===== src/sv/mlp_pkg.sv =====
// Shared types, constants and helpers for the minimum-capacity partition block.
// No dependencies; every other file imports this package.
package mlp_pkg;

  localparam int WEIGHT_W          = 16;   // input weight field
  localparam int CAP_W             = 26;   // result capacity field
  localparam int DAYS_W            = 11;   // max_days register
  localparam int MAX_PACKAGES_DEF  = 1024;
  localparam int WEIGHT_BITS_DEF   = 16;

  localparam logic [CAP_W-1:0] CAP_MAX = {CAP_W{1'b1}};

  typedef enum logic [2:0] {
    ST_LOAD,
    ST_DIV,
    ST_CHECK,
    ST_SCAN,
    ST_DONE
  } mlp_state_t;

  // status of the greedy day-count pass
  typedef struct packed {
    logic busy;
    logic done;
  } mlp_scan_stat_t;

  function automatic int addr_w(input int depth);
    addr_w = (depth > 1) ? $clog2(depth) : 1;
  endfunction

endpackage


===== src/sv/mlp_scan.sv =====
// Greedy day-count pass: streams stored weights out of the RAM for one capacity.
// Depends on mlp_pkg for the status struct.
module mlp_scan import mlp_pkg::*; #(
  parameter int AW          = 10,
  parameter int CNT_W       = 11,
  parameter int SUM_W       = 27,
  parameter int WEIGHT_BITS = 16
) (
  input  logic                   clk,
  input  logic                   rst_n,
  input  logic                   start,
  input  logic [SUM_W-1:0]       cap,
  input  logic [CNT_W-1:0]       count,
  output logic                   rd_en,
  output logic [AW-1:0]          rd_addr,
  input  logic [WEIGHT_BITS-1:0] rd_data,
  output mlp_scan_stat_t         stat,
  output logic [CNT_W-1:0]       days
);

  logic             issue_r, pend_r, done_r;
  logic [CNT_W-1:0] idx_r;
  logic [SUM_W-1:0] cap_r;
  logic [SUM_W-1:0] load_r, load_nxt;
  logic [CNT_W-1:0] days_r, days_nxt;
  logic [SUM_W:0]   acc;

  always_comb begin
    acc = {1'b0, load_r} + (SUM_W + 1)'(rd_data);
    if (acc > {1'b0, cap_r}) begin
      // package opens a new day
      days_nxt = days_r + 1'b1;
      load_nxt = SUM_W'(rd_data);
    end else begin
      days_nxt = days_r;
      load_nxt = acc[SUM_W-1:0];
    end
  end

  always_ff @(posedge clk) begin
    if (!rst_n) begin
      issue_r <= 1'b0;
      pend_r  <= 1'b0;
      done_r  <= 1'b0;
      idx_r   <= '0;
    end else begin
      pend_r <= issue_r;
      done_r <= pend_r && !issue_r;
      if (start) begin
        issue_r <= 1'b1;
        idx_r   <= '0;
      end else if (issue_r) begin
        idx_r <= idx_r + 1'b1;
        if (idx_r + 1'b1 == count) begin
          issue_r <= 1'b0;
        end
      end
    end
  end

  always_ff @(posedge clk) begin
    if (start) begin
      cap_r  <= cap;
      load_r <= '0;
      days_r <= CNT_W'(1);
    end else if (pend_r) begin
      load_r <= load_nxt;
      days_r <= days_nxt;
    end
  end

  assign rd_en     = issue_r;
  assign rd_addr   = idx_r[AW-1:0];
  assign stat.busy = issue_r || pend_r;
  assign stat.done = done_r;
  assign days      = days_r;

endmodule


===== config.mk =====
export PLATFORM = sky130hd
export DESIGN_NAME = mlp_scan
export DESIGN_NICKNAME = d
export VERILOG_FILES = /design/src/sv/mlp_pkg.sv /design/src/sv/mlp_scan.sv
export SDC_FILE = /design/constraint.sdc
export NUM_CORES = 1
export LEC_CHECK = 0
export BUFFER_PORTS_ARGS = -buffer_cell sky130_fd_sc_hd__buf_2
export CAP_MARGIN = 20
export CORE_MARGIN = 2
export CORE_UTILIZATION = 63
export CTS_CLUSTER_DIAMETER = 120
export CTS_CLUSTER_SIZE = 8
export DETAILED_ROUTE_END_ITERATION = 10
export PLACE_DENSITY_LB_ADDON = 0.1
export SLEW_MARGIN = 20
export SYNTH_ARGS = -nofsm -noshare
export SYNTH_HDL_FRONTEND = slang
export SYNTH_SLANG_ARGS = --single-unit

===== constraint.sdc =====
create_clock -name clk -period 12.54 [get_ports clk]
set_clock_uncertainty 0.2 [all_clocks]
set_input_delay 1.254 -clock clk [delete_from_list [all_inputs] [get_ports clk]]
set_output_delay 1.254 -clock clk [all_outputs]
set_load 0.01 [all_outputs]

==> flow_metrics.env <==
export IMPL_synth_cells=629
export IMPL_antenna_found_initial=0
export IMPL_grt_pass1_vias=4704
export IMPL_die_y_um=96.9
export IMPL_place_inst=775
export IMPL_drtIter0Drc=345
export IMPL_p_leak_uw=0.00260
export IMPL_syn_to_final_growth_pct=10.3
export IMPL_stdcell_count=791
export IMPL_cts_resized_gates=0
export IMPL_cts_root_buf="clkbuf_8"
export IMPL_pwr_share_seq_pct=44.8
export IMPL_final_cell_mix="buf_2, nor2_1, dfxtp_1, inv_1, ha_1"
export IMPL_clk_path_buf_depth=2
export IMPL_worstPathBufferInverterCount=2
export IMPL_period_needed_ps=6070
export IMPL_syn_area_mm2=0.00544
export IMPL_viasPerCell=6.04
export IMPL_met3_wirelength_um=735
export IMPL_cap_violations=0
export IMPL_slowest_stage="a31oi_4"
export IMPL_nFillCells=646
export IMPL_gp_congestion=0.899
export IMPL_drive_gt1_share_pct=17.1
export IMPL_grt_overflow_total=0
export IMPL_finalSetupViolCount=0
export IMPL_switching_share_pct=29.9
export IMPL_cp_max_fo=35
export IMPL_drcViolationCount=0
export IMPL_tightest_slew_ps=995
export IMPL_die_x_um=96.9
export IMPL_critPathTopFamily="compound AO/OA/AOI/OAI gates"
export IMPL_ys_types=64
export IMPL_clock_sinks=79
export IMPL_grt_pass1_wl_mm=22.0
export IMPL_via_count=4781
export IMPL_synth_nets=732
export IMPL_slew_headroom_pct=33.7
export IMPL_cpPeakStageDelay_ps=800
export IMPL_grt_total_usage_pct=27.9
export IMPL_antenna_left=0
export IMPL_intPower_uw=449
export IMPL_cp_arrival_ps=6140
export IMPL_drt_first_pass_iters=5
export IMPL_hpwlAfterDp_mm=9.11
export IMPL_core_area_mm2=0.00830
export IMPL_grt_max_degree=82
export IMPL_worst_hold_path_type="flip-flop to flip-flop"
export IMPL_top_layer="met4"
export IMPL_final_max_slew_viol_count=0
export IMPL_cts_buffers=9
export IMPL_wl_per_cell_um=16.2
export IMPL_met1Wirelength_mm=5.47
export IMPL_fmax_mhz=165
export IMPL_tns_ps=0
export IMPL_synth_seq_cells=79
export IMPL_wirelength_mm=12.8
export IMPL_numPortBuffers=80
export IMPL_required_ps=12600
export IMPL_nets=784
export IMPL_power_switching_uw=191
export IMPL_final_common_cell="buf_2"
export IMPL_met2_length_mm=6.35
export IMPL_die_area_mm2=0.00939
export IMPL_clock_latency_ps=360
export IMPL_cts_setup_buffers=0
export IMPL_yosys_warnings=0
export IMPL_path_clk_slew_ps=80
export IMPL_combPwrFrac_pct=22.5
export IMPL_seq_area_frac_synth_pct=34.0
export IMPL_rows=33
export IMPL_status="completed"
export IMPL_htreeDepth=3
export IMPL_rsz0062_at_grt="false"
export IMPL_hold_buffers=0
export IMPL_synthArstFlopShare_pct=0
export IMPL_p_clk_share_pct=32.8
export IMPL_crit_chain="buf_2, ha_1, inv_1, fa_1, nand2b_1, a21oi_1, o211ai_1, a31oi_2, nand3_1, xnor2_1, ha_1, nand4_2, or4_4, o21bai_2, o22ai_2, a31oi_4, nand2_1, a311oi_1"
export IMPL_cts_tree="done"
export IMPL_synth_edff_count=27
export IMPL_period_share_pct=48.4
export IMPL_start_kind="primary input"
export IMPL_pwr_density_cell_mw_per_mm2=107
export IMPL_synthFlopType="dfxtp_1"
export IMPL_n_antenna_cell=0
export IMPL_hold_violations=0
export IMPL_endpoint_kind="flip-flop"
export IMPL_cp_common_cell="ha_1"
export IMPL_initial_core_util_pct=65.5
export IMPL_vdd_drop_max_mv=0.0639
export IMPL_postSynthAreaPerCell_um2=8.65
export IMPL_crit_type="primary input to flip-flop"
export IMPL_io_pins=81
-- routing by layer --
metal  vias to the layer above  global-route usage (%)
li1                       2372                       -
met1                      2230                    35.0
met2                       154                    48.5
met3                        25                    4.26
met4                         0                    10.4
met5                         -                       0
-- synth_stat cells, drive strengths merged, types with 11 or more instances --
| master | number | area (um2) |
|---|---|---|
| nor2 | 65 | 244 |
| dfxtp | 52 | 1040 |
| ha | 45 | 563 |
| inv | 45 | 169 |
| a21oi | 38 | 190 |
| nand2 | 35 | 131 |
| o21ai | 32 | 160 |
| nand3 | 28 | 140 |
| xnor2 | 28 | 245 |
| edfxtp | 27 | 811 |
| clkbuf | 23 | 86.3 |
| buf | 19 | 126 |
| nand4 | 18 | 125 |
| xor2 | 18 | 158 |
| nor2b | 14 | 87.6 |
| a311oi | 13 | 114 |
| nor3 | 13 | 65.1 |
| and3 | 11 | 68.8 |
-- sequential cells by signal (all words and copies together), names as in the netlist --
register and cells:
cap_r 27, days 11, done_r 1, idx_r 11
load_r 27, pend_r 1, rd_en 1
-- power by group through the flow --
stage,registers [uW],clock network [uW],logic (uW)
2_1_floorplan,290,0,103
3_3_place_gp,292,0,135
3_5_place_dp,292,0,142
4_1_cts,287,212,143
5_1_grt,288,224,162
6_report,287,210,144
-- final timing paths --
kind              slack (ps)    endpoint  cells past startpoint  startpoint
setup / recovery        6470  load_r[12]                     18  rd_data[0]
hold / removal           300   load_r[5]                      2   load_r[5]
setup reg to reg        7110  load_r[12]                     17   load_r[0]
hold reg to reg          300   load_r[5]                      2   load_r[5]
-- kinds of logic after synthesis --
logic type               count (synthesis)  share of synthesized area (%)
multiplexers                            15                           2.99
adder cells (fa/ha/maj)                 47                           10.9
flip-flops                              79                           34.0
AND/OR/NAND/NOR                        214                           19.9
XOR/XNOR                                46                           7.41
AO/OA/AOI/OAI                          141                           17.7
buffers and inverters                   87                           7.02
-- worst min-delay path: cells and delay by family, from the launching register on --
family	cells	cell delay, ps
AO/OA/AOI/OAI	1	50
flip-flops	1	320
AND/OR/NAND/NOR	1	80
-- through the flow --
stage | power [uW] | instance area (um2) | util [%] | hold slack (ps) | worst slack, ps
floorplan | 393 | 5440 | - | 265 | 7070
global placement | 426 | 5780 | 69.7 | 275 | 6300
detailed placement | 434 | 5780 | 69.7 | 290 | 6170
CTS | 642 | 6000 | 72.3 | 303 | 6480
global route | 674 | 6000 | 72.3 | 318 | 6080
finish | 640 | 6000 | 72.3 | 297 | 6470
-- cell type report --
class | count | area, um2 | share of cell area (%)
clock buffers | 10 | 128 | 2.13
clock inverters | 6 | 86.3 | 1.44
inverters | 45 | 169 | 2.82
multi-input cells | 463 | 3210 | 53.5
flip-flops and latches | 79 | 1850 | 30.9
well taps | 105 | 131 | 2.19
repair buffers | 83 | 423 | 7.05
(Power assumes the default switching activity.)
