`config.mk`:
```
export PLATFORM = sky130hd
export DESIGN_NAME = mlp_div
export DESIGN_NICKNAME = d
export VERILOG_FILES = /design/src/sv/mlp_pkg.sv /design/src/sv/mlp_div.sv
export SDC_FILE = /design/constraint.sdc
export NUM_CORES = 1
export LEC_CHECK = 0
export BUFFER_PORTS_ARGS = -buffer_cell sky130_fd_sc_hd__buf_4
export CORE_ASPECT_RATIO = 0.9
export CORE_MARGIN = 2
export CORE_UTILIZATION = 53
export CTS_CLUSTER_DIAMETER = 50
export CTS_CLUSTER_SIZE = 20
export DETAILED_ROUTE_END_ITERATION = 10
export GPL_ROUTABILITY_DRIVEN = 1
export MAX_ROUTING_LAYER = met4
export PLACE_DENSITY = 0.85
export REMOVE_ABC_BUFFERS = 1
export SLEW_MARGIN = 5
export SYNTH_ARGS = -nofsm -noshare
export SYNTH_HDL_FRONTEND = slang
export SYNTH_SLANG_ARGS = --single-unit
```
`constraint.sdc`:
```
create_clock -name clk -period 2.59 [get_ports clk]
set_input_delay 0.259 -clock clk [delete_from_list [all_inputs] [get_ports clk]]
set_output_delay 0.259 -clock clk [all_outputs]
set_load 0.03 [all_outputs]
```
`src/sv/mlp_pkg.sv`:
```
// Shared types, constants and helpers for the minimum-capacity partition block.
// No dependencies; every other file imports this package.
package mlp_pkg;

  localparam int WEIGHT_W          = 16;   // input weight field
  localparam int CAP_W             = 26;   // result capacity field
  localparam int DAYS_W            = 11;   // max_days register
  localparam int MAX_PACKAGES_DEF  = 1024;
  localparam int WEIGHT_BITS_DEF   = 16;

  localparam logic [CAP_W-1:0] CAP_MAX = {CAP_W{1'b1}};

  typedef enum logic [2:0] {
    ST_LOAD,
    ST_DIV,
    ST_CHECK,
    ST_SCAN,
    ST_DONE
  } mlp_state_t;

  // status of the greedy day-count pass
  typedef struct packed {
    logic busy;
    logic done;
  } mlp_scan_stat_t;

  function automatic int addr_w(input int depth);
    addr_w = (depth > 1) ? $clog2(depth) : 1;
  endfunction

endpackage

```
`src/sv/mlp_div.sv`:
```
// Restoring divider, one quotient bit per cycle; quotient only.
// Depends on mlp_pkg (imported for house consistency).
module mlp_div import mlp_pkg::*; #(
  parameter int N_W = 27,
  parameter int D_W = DAYS_W
) (
  input  logic           clk,
  input  logic           rst_n,
  input  logic           start,
  input  logic [N_W-1:0] dividend,
  input  logic [D_W-1:0] divisor,
  output logic           done,
  output logic [N_W-1:0] quotient
);

  localparam int CW = $clog2(N_W + 1);

  logic [N_W-1:0] q_r, q_nxt;
  logic [D_W-1:0] rem_r, rem_nxt;
  logic [D_W-1:0] d_r;
  logic [CW-1:0]  cnt_r;
  logic           busy_r;
  logic           done_r;
  logic [D_W:0]   trial;
  logic           qbit;

  always_comb begin
    trial = {rem_r, q_r[N_W-1]};
    qbit  = (trial >= {1'b0, d_r});
    rem_nxt = qbit ? D_W'(trial - {1'b0, d_r}) : trial[D_W-1:0];
    q_nxt   = {q_r[N_W-2:0], qbit};
  end

  always_ff @(posedge clk) begin
    if (!rst_n) begin
      busy_r <= 1'b0;
      done_r <= 1'b0;
      cnt_r  <= '0;
    end else begin
      done_r <= 1'b0;
      if (start) begin
        busy_r <= 1'b1;
        cnt_r  <= CW'(N_W);
      end else if (busy_r) begin
        cnt_r <= cnt_r - 1'b1;
        if (cnt_r == CW'(1)) begin
          busy_r <= 1'b0;
          done_r <= 1'b1;
        end
      end
    end
  end

  always_ff @(posedge clk) begin
    if (start) begin
      q_r   <= dividend;
      rem_r <= '0;
      d_r   <= divisor;
    end else if (busy_r) begin
      q_r   <= q_nxt;
      rem_r <= rem_nxt;
    end
  end

  assign done     = done_r;
  assign quotient = q_r;

endmodule

```
==> results.json, run 1 <==
{
  "status": "finished, final reports clean",
  "grt_pass1_vias": 2104,
  "antenna_found_initial": 0,
  "cts_tree": "built",
  "die_h_um": 72.4,
  "ys_seq_area_frac": 0.545,
  "rsz0062_at_grt": "no",
  "final_area_um2": 3470,
  "path_clk_slew_ns": 0.11,
  "htree_levels": 2,
  "cp-end-kind": "register",
  "synth_cells": 228,
  "ant_nets": 0,
  "overflow": 0,
  "crit_type": "reg -> reg",
  "r2r_start": "quotient[26]",
  "num_antenna_cells": 0,
  "pwr_density_cell_nw_per_um2": 622,
  "core_um2": 4920,
  "clockRootBuffer": "clkbuf_8",
  "timing.rr.end": "rem_r[3]",
  "placed_cell_area_um2": 3340,
  "yosys.cell_count.top_type": "edfxtp_1",
  "worstHoldPathCells": 1,
  "slew_viol_final": 0,
  "ctsResizeCount": 0,
  "syn_area_um2": 2760,
  "synth_top_area_share": 0.414,
  "drive_gt1_frac": 0.373,
  "drtPass1Iterations": 4,
  "numCtsBuffers": 5,
  "track_usage": 0.229,
  "clock_path_buffers": 2,
  "hpwl_mm": 4.30,
  "drtIter0Drc": 184,
  "io_pins": 69,
  "synth_area_leaders": "edfxtp_1 (41%), dfxtp_1 (13%), mux2_2 (11%)",
  "routabilityCongestion": 0.893,
  "fmax_ghz": 0.408,
  "cp.required_ns": 2.82,
  "max_stage_delay_ns": 0.40,
  "drc": 0,
  "clkLatencyLatePin_ns": 0.31,
  "synthFlopType": "edfxtp_1",
  "vias": 2032,
  "crit_path_cell_trace": "inv_1, ha_1, fa_1, and2b_1, o31a_2, o21ai_2, a21o_4, or3_1, a311oi_1",
  "rows": 24,
  "synth_area_leader_cell": "edfxtp_1",
  "fin_nets": 357,
  "worst_setup_path_start_kind": "register",
  "final-hold-violation-count": 0,
  "tightest_slew_ns": 0.553,
  "io_buffers": 68,
  "path_buf_inv": 1,
  "max-vdd-ir-drop_mv": 0.413,
  "hold_path_end": "d_r[10]",
  "crit_fanout": 6,
  "cap_violations": 0,
  "numClockSinks": 56,
  "fin_setup_tns_ns": 0,
  "synth-edff-count": 38,
  "power.leakage_nw": 1.47,
  "grt_max_degree": 37,
  "crit_slowest_cell": "fa_1",
  "fin_util": 0.706,
  "r2r_setup_slack_ns": 0.14,
  "grt_pass1_wl_mm": 9.80,
  "placed_cells": 357,
  "synth-async-reset-ratio": 0,
  "min_period_ns": 2.45,
  "die_area_um2": 5790,
  "start_util": 0.560,
  "fillers": 371,
  "synth-seq-cells": 56,
  "wl_per_cell_um": 16.5,
  "yosys-top-cells-count": "edfxtp_1 (38), mux2_2 (27), dfxtp_1 (18)",
  "die_w_um": 80.0,
  "crit_family": "compound AO/OA/AOI/OAI gates",
  "worstHoldStart": "divisor[10]",
  "skew_ns": 0.00704,
  "yosysWarnings": 0,
  "via_per_inst": 5.52,
  "synth_cell_types": 40,
  "syn_area_per_cell_um2": 12.1,
  "stdcell_count": 368,
  "cts_setup_buffers": 0,
  "hold_class": "in -> reg",
  "relSlewSlack": 0.626,
  "arrival_ns": 2.68,
  "fin_crit_sh": 0.946,
  "area_growth_pct": 26.1,
  "wirelength_mm": 6.07,
  "worstRegToRegCells": 9,
  "hold_buffers": 0,
  "setup_viol": 0
}
==> cell type report <==
type	instances	area (um^2)	share of cell area
sequential	56	1500	0.432
inverter	17	63.8	0.0184
timing repair buffer	75	563	0.162
multi-input combinational	147	1150	0.332
clock inverter	2	38.8	0.0112
clock buffer	6	72.6	0.0209
tap	65	81.3	0.0234
==> flip-flops by register name (all words and copies together), names as in the netlist <==
register,cells
rem_r,11
quotient,27
d_r,11
busy_r,1
cnt_r,5
done,1
==> per-stage QoR <==
stage,hold slack [ns],worst slack (ns),power (W)
2_1_floorplan,0.331,0.0364,0.00139
5_1_grt,0.0981,0.0236,0.00224
6_report,0.116,0.139,0.00216
3_5_place_dp,0.438,0.134,0.00158
4_1_cts,0.113,0.104,0.00216
3_3_place_gp,0.438,0.200,0.00156
==> power breakdown <==
part | internal, W | switching [W] | total (W)
clock | 0.000293 | 0.000302 | 0.000595
combinational | 0.000212 | 0.000265 | 0.000477
sequential | 0.00104 | 0.0000431 | 0.00109
total | 0.00155 | 0.000610 | 0.00216
==> cells by family (layout without fill, tap and decap cells) <==
kind of cell,Yosys count,count (layout),share of synthesized area
DFF,56,56,0.545
and+or+nand+nor,49,49,0.0881
AOI/OAI and AO/OA,46,46,0.118
muxes,28,28,0.114
buffers and inverters,25,100,0.0368
adders and majority gates,14,14,0.0663
xor gates and xnor gates,10,10,0.0318
==> placed cells by master, fill, tap and decap left out, drive strengths merged, types with 2 or more instances in the layout <==
master,synthesis,layout
o31ai,3,3
o21bai,2,2
ha,13,13
dfxtp,18,18
edfxtp,38,38
nand4,2,2
a32oi,4,4
nor3,4,4
nand2,10,10
mux2,27,27
a21oi,11,11
xnor2,3,3
a2111o,2,2
a311oi,4,4
nor3b,2,2
o211ai,2,2
nor2,17,17
xor2,7,7
inv,17,18
o21ai,10,10
nor4b,2,2
a21o,2,2
buf,4,75
clkbuf,4,6
nand2b,5,5
nand3,3,3
a211oi,2,2
==> worst max path at each step <==
stage | endpoint | start | depth (start not counted) | slack [ns]
3_3_place_gp | rem_r[3] | quotient[26] | 9 | 0.20
6_report | rem_r[3] | quotient[26] | 9 | 0.14
4_1_cts | rem_r[3] | quotient[26] | 9 | 0.10
2_1_floorplan | rem_r[3] | quotient[26] | 9 | 0.04
3_5_place_dp | rem_r[3] | quotient[26] | 9 | 0.13
5_1_grt | rem_r[3] | quotient[26] | 9 | 0.02
==> layer usage <==
metal	routed length (um)	GRT usage	part of all wire
met5	0	-	0
met4	50	0.0584	0.0082
met3	364	0.0547	0.060
met2	2980	0.378	0.49
met1	2670	0.288	0.44
(Power assumes the default switching activity.)
==> run 2: changes to the inputs <==
--- a/config.mk
+++ b/config.mk
@@ -15,7 +15,6 @@
 export GPL_ROUTABILITY_DRIVEN = 1
 export MAX_ROUTING_LAYER = met4
 export PLACE_DENSITY = 0.85
-export REMOVE_ABC_BUFFERS = 1
 export SLEW_MARGIN = 5
 export SYNTH_ARGS = -nofsm -noshare
 export SYNTH_HDL_FRONTEND = slang
==> results.json, run 2 (synthesis gave the netlist of run 1 again) <==
{
  "wl_per_cell_um": 15.9,
  "die_h_um": 72.4,
  "relSlewSlack": 0.678,
  "fin_setup_tns_ns": 0,
  "grt_pass1_vias": 1950,
  "grt_pass1_wl_mm": 9.09,
  "drive_gt1_frac": 0.391,
  "ant_nets": 0,
  "status": "finished, final reports clean",
  "wirelength_mm": 5.90,
  "io_pins": 69,
  "die_w_um": 80.0,
  "max-vdd-ir-drop_mv": 0.388,
  "overflow": 0,
  "antenna_found_initial": 0,
  "crit_fanout": 8,
  "worst_setup_path_start_kind": "register",
  "drc": 0,
  "crit_slowest_cell": "edfxtp_1",
  "numClockSinks": 56,
  "largest_register_ffs": 27,
  "grt_max_degree": 35,
  "fillers": 357,
  "area_growth_pct": 27.0,
  "die_area_um2": 5790,
  "routabilityCongestion": 0.894,
  "power.leakage_nw": 1.47,
  "drtIter0Drc": 133,
  "clkLatencyLatePin_ns": 0.31,
  "cap_violations": 0,
  "rows": 24,
  "pwr_density_cell_nw_per_um2": 586,
  "cp-end-kind": "register",
  "final-hold-violation-count": 0,
  "skew_ns": 0.00919,
  "fin_util": 0.711,
  "min_period_ns": 2.47,
  "core_um2": 4920,
  "path_clk_slew_ns": 0.10,
  "clockRootBuffer": "clkbuf_8",
  "fmax_ghz": 0.405,
  "drtPass1Iterations": 4,
  "cts_tree": "built",
  "start_util": 0.560,
  "hold_class": "in -> reg",
  "final_cell_mix": "buf_4 (79), edfxtp_1 (38), mux2_2 (27)",
  "max_stage_delay_ns": 0.40,
  "synth_fp_nets": 283,
  "setup_viol": 0,
  "arrival_ns": 2.71,
  "crit_path_cell_trace": "inv_1, ha_1, fa_2, and2b_1, o31a_2, o21ai_4, a21o_4, mux2_2, a211oi_2",
  "layout_commonest_cell": "buf_4",
  "track_usage": 0.210,
  "rsz0062_at_grt": "no",
  "slew_viol_final": 0,
  "numCtsBuffers": 5,
  "io_buffers": 68,
  "tightest_slew_ns": 0.476,
  "htree_levels": 2,
  "cp.required_ns": 2.83,
  "clock_path_buffers": 2,
  "crit_type": "reg -> reg",
  "via_per_inst": 5.49,
  "vias": 2044,
  "hpwl_mm": 4.23,
  "fin_crit_sh": 0.953,
  "num_antenna_cells": 0,
  "fin_nets": 361
}
-- run 2: changes by cell type in the layout (fill, tap and decap cells not counted) --
cell / previous run / this run
a211oi_1: 2 / 1
bufinv_16: 1 / 0
clkinv_4: 0 / 1
a211oi_2: 0 / 1
buf_4: 75 / 79
inv_6: 1 / 0
o21ai_4: 0 / 1
clkinvlp_4: 0 / 2
clkbuf_1: 1 / 0
o21ai_2: 1 / 0
fa_1: 1 / 0
fa_2: 0 / 1
-- run 2: power by group --
group	internal, W	switching (W)
sequential	0.00104	0.0000426
combinational	0.000217	0.000272
clock	0.000192	0.000284
-- run 2: timing repair --
item                                    CTS  global route
buffers inserted                          0             6
hold buffers                              0             0
endpoints found under the hold margin     0             0
endpoints found under the setup margin    0             2
resized for setup                         0             3
-- run 2: area by class of cell --
type | instances | area, um^2 | share of cell area
Timing Repair Buffer | 79 | 593 | 0.169
Clock inverter | 3 | 23.8 | 0.00679
Tap cell | 65 | 81.3 | 0.0232
Inverter | 17 | 63.8 | 0.0182
Sequential cell | 56 | 1500 | 0.429
Multi-Input combinational cell | 147 | 1170 | 0.334
Clock buffer | 5 | 68.8 | 0.0197
-- run 2: path summary, 6_finish.rpt --
check / depth (start not counted) / to / from / slack (ns)
hold reg to reg: 2 / rem_r[4] / rem_r[4] / 0.53
setup / recovery: 9 / rem_r[0] / quotient[26] / 0.12
setup reg to reg: 9 / rem_r[0] / quotient[26] / 0.12
hold / removal: 1 / d_r[1] / divisor[1] / 0.12
-- run 2: stage by stage --
stage / total power [W] / cell area [um^2] / hold slack [ns] / instances / worst slack, ns
6_report: 0.00205 / 3500 / 0.116 / 372 / 0.121
5_1_grt: 0.00214 / 3500 / 0.0978 / 372 / 0.0216
4_1_cts: 0.00205 / 3440 / 0.108 / 366 / 0.0409
3_5_place_dp: 0.00158 / 3350 / 0.439 / 358 / 0.0857
3_3_place_gp: 0.00156 / 3350 / 0.437 / 358 / 0.203
2_1_floorplan: 0.00140 / 2760 / 0.358 / 228 / 0.0683
-- run 2: worst max-delay path, delay by kind of cell (launching register included) --
family                   cells  cell delay (ns)
AO/OA/AOI/OAI                4             0.93
adder cells (fa/ha/maj)      2             0.41
buffers and inverters        1             0.09
flip-flops                   1             0.40
multiplexers                 1             0.36
AND/OR/NAND/NOR              1             0.20
-- run 2: layer usage --
layer	global-route usage	vias up	wire length (um)
met5	-	-	0
met4	0.0490	0	38
met3	0.0448	4	339
met2	0.339	67	3030
met1	0.276	975	2490
li1	-	998	-
==> run 3: changes to the inputs <==
--- a/config.mk
+++ b/config.mk
@@ -5,10 +5,11 @@
 export SDC_FILE = /design/constraint.sdc
 export NUM_CORES = 1
 export LEC_CHECK = 0
+export ABC_AREA = 1
 export BUFFER_PORTS_ARGS = -buffer_cell sky130_fd_sc_hd__buf_4
 export CORE_ASPECT_RATIO = 0.9
 export CORE_MARGIN = 2
-export CORE_UTILIZATION = 53
+export CORE_UTILIZATION = 54
 export CTS_CLUSTER_DIAMETER = 50
 export CTS_CLUSTER_SIZE = 20
 export DETAILED_ROUTE_END_ITERATION = 10
==> results.json, run 3 <==
{
  "status": "finished, final reports clean",
  "die_h_um": 76.1,
  "final-hold-violation-count": 0,
  "skew_ns": 0.00933,
  "layout_setup_ws_ns": 0.437,
  "drive_gt1_frac": 0.233,
  "stdcell_count": 517,
  "synth_top_area_share": 0.366,
  "rsz0062_at_grt": "no",
  "placed_cells": 509,
  "synth-edff-count": 38,
  "fmax_ghz": 0.464,
  "numClockSinks": 56,
  "drc": 0,
  "htree_levels": 2,
  "track_usage": 0.237,
  "hold_class": "in -> reg",
  "final_area_um2": 3730,
  "setup_viol": 0,
  "ctsResizeCount": 0,
  "path_clk_slew_ns": 0.10,
  "fin_setup_tns_ns": 0,
  "grt_pass1_wl_mm": 11.8,
  "rows": 26,
  "antenna_found_initial": 0,
  "yosys.cell_count.top_type": "nand2_1",
  "min_period_ns": 2.15,
  "crit_fanout": 12,
  "power.leakage_nw": 1.90,
  "core_um2": 5630,
  "dp_slack_ns": 0.467,
  "pwr_density_cell_nw_per_um2": 531,
  "slew_viol_final": 0,
  "wl_per_cell_um": 13.6,
  "synth-seq-cells": 56,
  "syn_area_per_cell_um2": 8.16,
  "syn_area_um2": 3120,
  "fin_crit_sh": 0.831,
  "worst_setup_path_start_kind": "register",
  "grt_max_degree": 31,
  "r2r_start": "quotient[26]",
  "ant_nets": 0,
  "clkLatencyLatePin_ns": 0.31,
  "worstHoldStart": "divisor[8]",
  "io_buffers": 68,
  "cp-end-kind": "register",
  "relSlewSlack": 0.375,
  "synth_cell_types": 34,
  "hpwl_mm": 5.27,
  "yosysWarnings": 0,
  "clock_path_buffers": 2,
  "synth_fp_nets": 437,
  "cap_violations": 0,
  "synth_cells": 382,
  "cp.required_ns": 2.65,
  "fin_nets": 501,
  "via_per_inst": 5.14,
  "grt_pass1_vias": 2491,
  "startpoint": "quotient[26]",
  "cts_setup_buffers": 0,
  "io_pins": 69,
  "final_cell_mix": "nand2_1 (149), buf_4 (70), inv_1 (53)",
  "wirelength_mm": 7.05,
  "die_w_um": 84.1,
  "ys_seq_area_frac": 0.482,
  "synth_area_leaders": "edfxtp_1 (37%), nand2_1 (18%), dfxtp_1 (12%)",
  "drtPass1Iterations": 5,
  "arrival_ns": 2.22,
  "tightest_slew_ns": 0.934,
  "synth-async-reset-ratio": 0,
  "vias": 2655,
  "hold_buffers": 0,
  "synthFlopType": "edfxtp_1",
  "routabilityCongestion": 0.892,
  "synth_area_leader_cell": "edfxtp_1",
  "num_antenna_cells": 0,
  "die_area_um2": 6390,
  "crit_type": "reg -> reg",
  "clockRootBuffer": "clkbuf_8",
  "overflow": 0,
  "timing.hold.ws_ns": 0.118,
  "yosys-top-cells-count": "nand2_1 (149), inv_1 (53), edfxtp_1 (38)",
  "max-vdd-ir-drop_mv": 0.427,
  "area_growth_pct": 19.6,
  "layout_commonest_cell": "nand2_1",
  "numCtsBuffers": 5,
  "largest_register_ffs": 27,
  "cts_tree": "built",
  "start_util": 0.554,
  "placed_cell_area_um2": 3650,
  "drtIter0Drc": 253
}
run 3: cell count changes after synthesis, sizes merged, moves of 4 or more:
cell    before  now
xor2         7    2
mux2        27    0
nand2       10  162
inv         17   55
a32oi        4    0
nand2b       5    0
nand4        2   15
nand3        3   32
o21ai       10    2
a21oi       11    4
a311oi       4    0
clkbuf       4    8
run 3: critical path, stage by stage, from the launching register on:
cell	delay, ns
edfxtp_1	0.40
inv_1	0.10
ha_1	0.20
fa_1	0.22
inv_1	0.07
nand3_1	0.08
nand3_2	0.11
nand2_2	0.24
nand4_4	0.29
nand2_1	0.15
nand2_1	0.06
run 3: final cells by class:
| type | instances | area [um^2] |
|---|---|---|
| repair buffers | 70 | 526 |
| multi-input cells | 258 | 1330 |
| inverters | 55 | 206 |
| flip-flops and latches | 56 | 1500 |
| fillers | 459 | 1900 |
| clock inverters | 1 | 5.00 |
| clock buffers | 7 | 76.3 |
| well taps | 70 | 87.6 |
run 3: path summary, 6_finish.rpt:
path | endpoint | slack [ns] | cells past startpoint
setup reg to reg | quotient[0] | 0.44 | 10
hold / removal | d_r[8] | 0.12 | 1
hold reg to reg | rem_r[9] | 0.48 | 2
setup / recovery | quotient[0] | 0.44 | 10
run 3: cells by family (layout without fill, tap and decap cells):
group | count (synthesis) | in the layout | share of synthesized area
XOR/XNOR | 4 | 4 | 0.0112
adder cells (fa/ha/maj) | 14 | 14 | 0.0586
buffers and inverters | 68 | 133 | 0.0928
flip-flops | 56 | 56 | 0.482
AND/OR/NAND/NOR | 230 | 230 | 0.335
AO/OA/AOI/OAI | 10 | 10 | 0.0201
run 3: per-layer routing:
metal | global-route usage | part of all wire | up-vias
met3 | 0.0498 | 0.066 | 7
met2 | 0.367 | 0.47 | 87
met5 | - | 0 | -
met1 | 0.323 | 0.46 | 1219
met4 | 0.0532 | 0.0099 | 0
li1 | - | - | 1342
run 3: power breakdown:
part | switching, W | total (W) | internal [W]
combinational | 0.000275 | 0.000439 | 0.000164
sequential | 0.0000392 | 0.00108 | 0.00104
clock | 0.000273 | 0.000464 | 0.000191
total | 0.000587 | 0.00198 | 0.00139
run 3: through the flow:
stage          total power (W)  utilization
4_1_cts                0.00199        0.662
3_3_place_gp           0.00152        0.648
6_report               0.00198        0.662
5_1_grt                0.00208        0.662
2_1_floorplan          0.00136            -
3_5_place_dp           0.00153        0.648
